<file path="src/ucv_pkg.sv">
`default_nettype none
package ucv_pkg;

    localparam logic [2:0] MODE_USER   = 3'd0;
    localparam logic [2:0] MODE_HOST   = 3'd1;
    localparam logic [2:0] MODE_PATH   = 3'd2;
    localparam logic [2:0] MODE_QUERY  = 3'd3;
    localparam logic [2:0] MODE_SCHEME = 3'd4;

    localparam logic [1:0] REG_MODE        = 2'd0;
    localparam logic [1:0] REG_COLON_FIRST = 2'd1;
    localparam logic [1:0] REG_EMPTY_PATH  = 2'd2;

    localparam int unsigned PADDR_W = 4;

    localparam logic [8:0] OCTET_MAX = 9'd255;
    localparam logic [8:0] OCTET_SAT = 9'd256;

    typedef struct packed {
        logic [2:0] component_mode;
        logic       colon_first_segment_ok;
        logic       empty_path_ok;
    } cfg_t;

    typedef struct packed {
        logic digit;
        logic alpha;
        logic hex;
        logic unreserved;
        logic subdelim;
        logic pchar;
    } char_class_t;

    typedef struct packed {
        logic valid_res;
        logic host_is_ipv4;
    } result_t;

endpackage
`default_nettype wire

</file>
<file path="src/ucv_cfg.sv">
`default_nettype none
module ucv_cfg
    import ucv_pkg::*;
(
    input  wire logic               clk,
    input  wire logic               rst_n,
    input  wire logic               psel,
    input  wire logic               penable,
    input  wire logic               pwrite,
    input  wire logic [PADDR_W-1:0] paddr,
    input  wire logic [31:0]        pwdata,
    output logic      [31:0]        prdata,
    output logic                    pready,
    output cfg_t                    cfg
);

    cfg_t       cfg_reg;
    logic       wr_en;
    logic [1:0] reg_idx;

    assign pready  = 1'b1;
    assign wr_en   = psel && penable && pwrite;
    assign reg_idx = paddr[PADDR_W-1:2];
    assign cfg     = cfg_reg;

    always_ff @(posedge clk or negedge rst_n)
    begin
        if (!rst_n)
        begin
            cfg_reg.component_mode         <= MODE_USER;
            cfg_reg.colon_first_segment_ok <= 1'b1;
            cfg_reg.empty_path_ok          <= 1'b1;
        end
        else if (wr_en)
        begin
            case (reg_idx)
                REG_MODE:        cfg_reg.component_mode         <= pwdata[2:0];
                REG_COLON_FIRST: cfg_reg.colon_first_segment_ok <= pwdata[0];
                REG_EMPTY_PATH:  cfg_reg.empty_path_ok          <= pwdata[0];
                default:         ;
            endcase
        end
    end

    always_comb
    begin
        case (reg_idx)
            REG_MODE:        prdata = {29'd0, cfg_reg.component_mode};
            REG_COLON_FIRST: prdata = {31'd0, cfg_reg.colon_first_segment_ok};
            REG_EMPTY_PATH:  prdata = {31'd0, cfg_reg.empty_path_ok};
            default:         prdata = 32'd0;
        endcase
    end

endmodule
`default_nettype wire

</file>
<file path="src/ucv_char_class.sv">
`default_nettype none
module ucv_char_class
    import ucv_pkg::*;
(
    input  wire logic [7:0] ch,
    output char_class_t     cls
);

    logic digit;
    logic lower;
    logic upper;
    logic subdelim;
    logic unreserved;

    assign digit = (ch >= 8'h30) && (ch <= 8'h39);
    assign lower = (ch >= 8'h61) && (ch <= 8'h7a);
    assign upper = (ch >= 8'h41) && (ch <= 8'h5a);

    assign subdelim = (ch == 8'h21) || (ch == 8'h24) || (ch == 8'h26) || (ch == 8'h27) ||
                      (ch == 8'h28) || (ch == 8'h29) || (ch == 8'h2a) || (ch == 8'h2b) ||
                      (ch == 8'h2c) || (ch == 8'h3b) || (ch == 8'h3d);

    assign unreserved = digit || lower || upper || (ch == 8'h2d) || (ch == 8'h2e) ||
                        (ch == 8'h5f) || (ch == 8'h7e);

    assign cls.digit      = digit;
    assign cls.alpha      = lower || upper;
    assign cls.hex        = digit || ((ch >= 8'h61) && (ch <= 8'h66)) ||
                            ((ch >= 8'h41) && (ch <= 8'h46));
    assign cls.unreserved = unreserved;
    assign cls.subdelim   = subdelim;
    assign cls.pchar      = unreserved || subdelim || (ch == 8'h3a) || (ch == 8'h40);

endmodule
`default_nettype wire

</file>
<file path="src/ucv_core.sv">
`default_nettype none
module ucv_core
    import ucv_pkg::*;
(
    input  wire logic        clk,
    input  wire logic        rst_n,
    input  wire logic        step,
    input  wire logic [7:0]  ch,
    input  wire logic        end_mark,
    input  wire char_class_t cls,
    input  wire cfg_t        cfg,
    output result_t          res
);

    localparam logic [7:0] CH_PCT   = 8'h25;
    localparam logic [7:0] CH_DOT   = 8'h2e;
    localparam logic [7:0] CH_SLASH = 8'h2f;
    localparam logic [7:0] CH_COLON = 8'h3a;
    localparam logic [7:0] CH_QMARK = 8'h3f;
    localparam logic [7:0] CH_PLUS  = 8'h2b;
    localparam logic [7:0] CH_DASH  = 8'h2d;

    logic       failed_reg,          failed_next;
    logic       seen_char_reg,       seen_char_next;
    logic [1:0] escape_left_reg,     escape_left_next;
    logic       maybe_ipv4_reg,      maybe_ipv4_next;
    logic [1:0] dot_count_reg,       dot_count_next;
    logic [8:0] octet_value_reg,     octet_value_next;
    logic       octet_has_digit_reg, octet_has_digit_next;
    logic       need_segment_reg,    need_segment_next;
    logic       colon_ok_reg,        colon_ok_next;

    logic [11:0] octet_sum;
    logic        colon_eff;
    logic        ok;

    assign octet_sum = {octet_value_reg, 3'b000} + {2'b00, octet_value_reg, 1'b0}
                     + {8'd0, ch[3:0]};
    assign colon_eff = seen_char_reg ? colon_ok_reg : cfg.colon_first_segment_ok;

    always_comb
    begin
        failed_next          = failed_reg;
        seen_char_next       = seen_char_reg;
        escape_left_next     = escape_left_reg;
        maybe_ipv4_next      = maybe_ipv4_reg;
        dot_count_next       = dot_count_reg;
        octet_value_next     = octet_value_reg;
        octet_has_digit_next = octet_has_digit_reg;
        need_segment_next    = need_segment_reg;
        colon_ok_next        = colon_ok_reg;

        if (!failed_reg)
        begin
            if (escape_left_reg != 2'd0)
            begin
                failed_next      = !cls.hex;
                escape_left_next = escape_left_reg - 2'd1;
            end
            else
            begin
                case (cfg.component_mode)
                    MODE_USER:
                    begin
                        if (ch == CH_PCT)
                            escape_left_next = 2'd2;
                        else if (!(cls.unreserved || cls.subdelim || ch == CH_COLON))
                            failed_next = 1'b1;
                    end
                    MODE_HOST:
                    begin
                        if (cls.unreserved)
                        begin
                            if (maybe_ipv4_reg)
                            begin
                                if (cls.digit)
                                begin
                                    octet_value_next = (octet_sum > {3'd0, OCTET_SAT}) ?
                                                       OCTET_SAT : octet_sum[8:0];
                                    octet_has_digit_next = 1'b1;
                                end
                                else if (ch == CH_DOT && octet_has_digit_reg &&
                                         dot_count_reg != 2'd3 &&
                                         octet_value_reg <= OCTET_MAX)
                                begin
                                    dot_count_next       = dot_count_reg + 2'd1;
                                    octet_value_next     = 9'd0;
                                    octet_has_digit_next = 1'b0;
                                end
                                else
                                    maybe_ipv4_next = 1'b0;
                            end
                        end
                        else if (cls.subdelim)
                            maybe_ipv4_next = 1'b0;
                        else if (ch == CH_PCT)
                        begin
                            maybe_ipv4_next  = 1'b0;
                            escape_left_next = 2'd2;
                        end
                        else
                            failed_next = 1'b1;
                    end
                    MODE_PATH:
                    begin
                        colon_ok_next = colon_eff;
                        if (ch == CH_SLASH)
                        begin
                            if (seen_char_reg && need_segment_reg)
                                failed_next = 1'b1;
                            need_segment_next = 1'b1;
                            colon_ok_next     = 1'b1;
                        end
                        else
                        begin
                            need_segment_next = 1'b0;
                            if (ch == CH_COLON && !colon_eff)
                                failed_next = 1'b1;
                            else if (ch == CH_PCT)
                                escape_left_next = 2'd2;
                            else if (!cls.pchar)
                                failed_next = 1'b1;
                        end
                    end
                    MODE_QUERY:
                    begin
                        if (ch == CH_PCT)
                            escape_left_next = 2'd2;
                        else if (!(cls.pchar || ch == CH_SLASH || ch == CH_QMARK))
                            failed_next = 1'b1;
                    end
                    MODE_SCHEME:
                    begin
                        if (!seen_char_reg)
                            failed_next = !cls.alpha;
                        else if (!(cls.alpha || cls.digit || ch == CH_PLUS ||
                                   ch == CH_DASH || ch == CH_DOT))
                            failed_next = 1'b1;
                    end
                    default: ;
                endcase
            end
        end
        seen_char_next = 1'b1;

        if (end_mark)
        begin
            failed_next          = 1'b0;
            seen_char_next       = 1'b0;
            escape_left_next     = 2'd0;
            maybe_ipv4_next      = 1'b1;
            dot_count_next       = 2'd0;
            octet_value_next     = 9'd0;
            octet_has_digit_next = 1'b0;
            need_segment_next    = 1'b1;
            colon_ok_next        = 1'b0;
        end
    end

    always_comb
    begin
        ok = !failed_reg && (escape_left_reg == 2'd0);
        case (cfg.component_mode)
            MODE_USER:   ok = ok;
            MODE_QUERY:  ok = ok;
            MODE_HOST:   ok = ok && seen_char_reg;
            MODE_SCHEME: ok = ok && seen_char_reg;
            MODE_PATH:   ok = seen_char_reg ? ok : cfg.empty_path_ok;
            default:     ok = 1'b0;
        endcase
        res.valid_res    = ok;
        res.host_is_ipv4 = ok && (cfg.component_mode == MODE_HOST) && maybe_ipv4_reg &&
                           (dot_count_reg == 2'd3) && octet_has_digit_reg &&
                           (octet_value_reg <= OCTET_MAX);
    end

    always_ff @(posedge clk or negedge rst_n)
    begin
        if (!rst_n)
        begin
            failed_reg          <= 1'b0;
            seen_char_reg       <= 1'b0;
            escape_left_reg     <= 2'd0;
            maybe_ipv4_reg      <= 1'b1;
            dot_count_reg       <= 2'd0;
            octet_value_reg     <= 9'd0;
            octet_has_digit_reg <= 1'b0;
            need_segment_reg    <= 1'b1;
            colon_ok_reg        <= 1'b0;
        end
        else if (step)
        begin
            failed_reg          <= failed_next;
            seen_char_reg       <= seen_char_next;
            escape_left_reg     <= escape_left_next;
            maybe_ipv4_reg      <= maybe_ipv4_next;
            dot_count_reg       <= dot_count_next;
            octet_value_reg     <= octet_value_next;
            octet_has_digit_reg <= octet_has_digit_next;
            need_segment_reg    <= need_segment_next;
            colon_ok_reg        <= colon_ok_next;
        end
    end

endmodule
`default_nettype wire

</file>
<file path="src/uri_component_validator.sv">
`default_nettype none
// URI component validator (RFC 3986 character rules).
// Input channel: one beat per character (ch), or an end beat (end_mark = 1)
// that closes the component. Output channel: one beat per end beat, carrying
// valid_res and host_is_ipv4. Character beats produce no output.
// The APB port selects the grammar (component_mode) and the path options;
// write it only while no component is in flight.
// Throughput: one beat per cycle unless the receiver stalls an end beat.
// Each beat is captured in an input register, then checked against the running
// component state; the state update is the loop that sets this rate.
// An accepted end beat passes from the input register into the result
// register, which raises out_valid until the result is taken.
// When the receiver stalls, the result register holds; character beats keep
// flowing, and a second end beat waits in the input register, holding
// in_ready low, until the result is taken.
// Reset: registers return to userinfo mode with both path options set, the
// component state clears, and both channels come up empty.
module uri_component_validator
    import ucv_pkg::*;
(
    input  wire logic               clk,
    input  wire logic               rst_n,
    input  wire logic               in_valid,
    output logic                    in_ready,
    input  wire logic [7:0]         ch,
    input  wire logic               end_mark,
    output logic                    out_valid,
    input  wire logic               out_ready,
    output logic                    valid_res,
    output logic                    host_is_ipv4,
    input  wire logic               psel,
    input  wire logic               penable,
    input  wire logic               pwrite,
    input  wire logic [PADDR_W-1:0] paddr,
    input  wire logic [31:0]        pwdata,
    output logic      [31:0]        prdata,
    output logic                    pready
);

    cfg_t        cfg;
    char_class_t cls;
    result_t     res;
    result_t     res_reg;

    logic       item_vld_reg;
    logic [7:0] ch_reg;
    logic       end_reg;
    logic       out_vld_reg;
    logic       step;

    assign step     = item_vld_reg && (!end_reg || !out_vld_reg || out_ready);
    assign in_ready = !item_vld_reg || step;

    always_ff @(posedge clk or negedge rst_n)
    begin
        if (!rst_n)
            item_vld_reg <= 1'b0;
        else if (in_ready)
            item_vld_reg <= in_valid;
    end

    always_ff @(posedge clk)
    begin
        if (in_ready && in_valid)
        begin
            ch_reg  <= ch;
            end_reg <= end_mark;
        end
    end

    ucv_cfg u_cfg (
        .clk     (clk),
        .rst_n   (rst_n),
        .psel    (psel),
        .penable (penable),
        .pwrite  (pwrite),
        .paddr   (paddr),
        .pwdata  (pwdata),
        .prdata  (prdata),
        .pready  (pready),
        .cfg     (cfg)
    );

    ucv_char_class u_class (
        .ch  (ch_reg),
        .cls (cls)
    );

    ucv_core u_core (
        .clk      (clk),
        .rst_n    (rst_n),
        .step     (step),
        .ch       (ch_reg),
        .end_mark (end_reg),
        .cls      (cls),
        .cfg      (cfg),
        .res      (res)
    );

    always_ff @(posedge clk or negedge rst_n)
    begin
        if (!rst_n)
            out_vld_reg <= 1'b0;
        else if (step && end_reg)
            out_vld_reg <= 1'b1;
        else if (out_ready)
            out_vld_reg <= 1'b0;
    end

    always_ff @(posedge clk)
    begin
        if (step && end_reg)
            res_reg <= res;
    end

    assign out_valid    = out_vld_reg;
    assign valid_res    = res_reg.valid_res;
    assign host_is_ipv4 = res_reg.host_is_ipv4;

    a_stall_holds_item: assert property (@(posedge clk) disable iff (!rst_n)
        !in_ready |-> item_vld_reg && end_reg && out_vld_reg)
        else $error("input stalled without a pending end beat");

    a_end_gives_result: assert property (@(posedge clk) disable iff (!rst_n)
        step && end_reg |=> out_vld_reg)
        else $error("end beat produced no result");

    a_ipv4_needs_valid: assert property (@(posedge clk) disable iff (!rst_n)
        out_vld_reg && res_reg.host_is_ipv4 |-> res_reg.valid_res)
        else $error("ipv4 flag on an invalid host");

endmodule
`default_nettype wire
</file>
<file path="config.mk">
export PLATFORM = sky130hd
export DESIGN_NAME = uri_component_validator
export DESIGN_NICKNAME = d
export VERILOG_FILES = /design/src/ucv_pkg.sv /design/src/ucv_cfg.sv /design/src/ucv_char_class.sv /design/src/ucv_core.sv /design/src/uri_component_validator.sv
export SDC_FILE = /design/constraint.sdc
export NUM_CORES = 1
export LEC_CHECK = 0
export BUFFER_PORTS_ARGS = -buffer_cell sky130_fd_sc_hd__buf_2
export CORE_ASPECT_RATIO = 1.4
export CORE_MARGIN = 3
export CORE_UTILIZATION = 56
export DETAILED_ROUTE_END_ITERATION = 10
export HOLD_SLACK_MARGIN = 0.08
export PLACE_DENSITY = 0.88
export SYNTH_ARGS = -nofsm -noshare
export SYNTH_HDL_FRONTEND = slang
export SYNTH_SLANG_ARGS = --single-unit
</file>
<file path="constraint.sdc">
create_clock -name clk -period 8.1 [get_ports clk]
set_clock_uncertainty 0.05 [all_clocks]
set_input_delay 1.62 -clock clk [delete_from_list [all_inputs] [get_ports clk]]
set_output_delay 1.62 -clock clk [all_outputs]
set_load 0.005 [all_outputs]
</file>
==> impl_metrics.toml <==
[die]
floorplan.initialDensity_pct = 58.7
die_height_um = 90.9
core_area_sq_um = 4920
boundaryPins = 89
die_width_um = 66.7
dieArea_sq_um = 6060
floorplan.rows = 30

[cells_and_area]
multi_input_comb_area_sq_um = 1670
num-nets-final = 403
layout.area.seq_sq_um = 986
area_growth_pct = 4.73
antenna_cells = 0
fillCellCount = 416
largest_register_ffs = 9
final_layout_size_suffix_gt1_share_pct = 19.1
layout.cell_area.non_filler_sq_um = 3020

[grt]
grt_start_max_net_pins = 27
grt_pass1_wl_mm = 9.07
antenna_found_initial = 0
global_route.usage.total_pct = 18.8
first_global_vias = 2082
global_route.overflow_total = 0

[sta]
fin_crit_ns = 3.83
setup_viol_count_final = 0
worst_slew_margin_rel_pct = 60.7
total_count_of_max_transition_violations_in_the_final_report = 0
clock.fmax_mhz = 261
grt_setup_unrepaired = "false"
hold_viol_final = 0
timing.setup.tns_ns = 0
timing_worst_slew_pin_value_ns = 0.589
min_period_over_period_pct = 47.3

[detailed_routing]
antenna_left = 0
highest_layer = "met4"
wire_per_inst_um = 13.7
wirelength_met1_mm = 2.16
routed_via_density = 5.74
detailroute.via_count = 2260
wl_met3_um = 376
drt_iter0_drc = 144
drc = 0
firstDrtPassIters = 4
routed-wl-met2_mm = 2.80
postRouteWirelength_mm = 5.42

[clocking]
cts-htree-levels = 2
cts_tree = "done"
postCtsResizedCells = 0
clk_latency_ns = 0.29
total_setup_buffers_inserted_after_cts = 0
ctsHoldBuffers = 0
cts.reportedPaths.clkPinSlew_ns = 0.07
clk_path_buf_depth = 2
clock_sink_total = 37
cts_buffer_count = 5
cts_root_buffer = "clkbuf_8"

[setup_path]
reg2regPathDepth = 10
crit_arrival_ns = 2.16
worst_setup_path_start_kind = "input port"
worstSetupPathType = "in -> out"
setup.worst_path.end_class = "output port"
crit_fanout = 6
cp_data_required_time_ns = 6.43

[synth]
ys.flop_type = "dfrtp_1"
synth-edff-count = 11
netlist_top_cells_count = "30 x buf_4, 29 x nor2_1, 22 x dfrtp_1, 20 x ha_1, 17 x inv_1"
synth_sequential_area_ratio_pct = 34.2
yosys_warnings = 0
netlist.top_cell.by_area = "dfrtp_1"
synth-seq-cells = 37
number_of_distinct_standard_cells_referenced_by_the_synthesized_netlist = 67
mappedNetlistArea_sq_um = 2880
synth_most_common_cell = "buf_4"
synth_top_area_share_pct = 19.1
synth.area.top_cells = "dfrtp_1 19%, edfxtp_1 11%, ha_1 8.7%"
synthesized_netlist_cell_count = 306
syn_area_per_cell_sq_um = 9.42
async_flop_share_pct = 70.3

[pwr]
vdd.ir_drop.worst_mv = 0.137
total_power_uw = 479
power_density_nw_per_um2 = 159
leakagePower_uw = 0.00139

[min_path]
holdPathStages = 1
hold_path_class = "reg -> reg"

[placement]
gp_congestion = 0.858
dpl-instance-area_sq_um = 2940
dpl.hpwl_mm = 4.20
place.port_buffers = 27

[outcome]
run_status = "completed"

[flow_run]
number_of_violations_of_the_max_capacitance_limit = 0
[cell usage in the layout, fill, tap and decap left out, types with 5 or more instances in the layout]
master and instances:
ha_1 20, nand4b_1 6, inv_1 17, dfrtp_1 22, a22o_1 5, edfxtp_1 11
clkbuf_8 5, nor2_1 29, buf_2 27, o22ai_1 5, nand2_1 14, nand3_1 10
xnor2_1 5, mux2_2 6, o21ai_0 13, a21oi_1 10, conb_1 30
[stage by stage]
stage / cells / worst slack, ns / util (%) / hold WS [ns]
CTS: 394 / 4.26 / 61.4 / 0.473
global route: 394 / 4.21 / 61.4 / 0.495
floorplan: 334 / 4.54 / - / 0.411
finish: 394 / 4.27 / 61.4 / 0.482
global placement: 386 / 4.31 / 59.7 / 0.436
detailed placement: 386 / 4.26 / 59.7 / 0.453
[per-layer routing]
layer,track usage [%],vias to the layer above
li1,-,1097
met2,32.5,93
met1,22.5,1060
met4,6.78,0
met3,3.99,10
met5,0,-
[power breakdown]
| part | internal, uW | switching (uW) | total, uW |
|---|---|---|---|
| logic | 50.0 | 57.6 | 108 |
| clock network | 59.6 | 64.0 | 124 |
| registers | 219 | 28.8 | 248 |
[worst max-delay path, cell delays in order]
cell and delay (ns):
buf_2 0.13, mux2i_1 0.20, o21ai_0 0.08, buf_2 0.13
[worst paths after layout]
check                                     from  slack, ns                         to
max in group asynchronous                rst_n       6.33  u_core.octet_value_reg[2]
min in group asynchronous                rst_n       1.27    u_core.dot_count_reg[0]
max reg2reg                          ch_reg[3]       4.80  u_core.octet_value_reg[7]
min reg2reg                u_core.colon_ok_reg       0.48        u_core.colon_ok_reg
max                                   paddr[2]       4.27                  prdata[0]
min                        u_core.colon_ok_reg       0.48        u_core.colon_ok_reg
[layout make-up]
type / count / area share (%)
inverters: 17 / 2.11
clock inverters: 2 / 0.331
well taps: 64 / 2.65
repair buffers: 27 / 4.47
flip-flops and latches: 37 / 32.6
multi-input cells: 241 / 55.4
clock buffers: 6 / 2.40
[kinds of logic after synthesis]
group	Yosys count	synth area share [%]
AOI/OAI and AO/OA	74	19.1
xor gates and xnor gates	6	1.82
adders and majority gates	22	10.1
buffers and inverters	56	11.5
DFF	37	34.2
muxes	9	3.43
other	2	0.260
and+or+nand+nor	100	19.7
(Power assumes the default switching activity.)
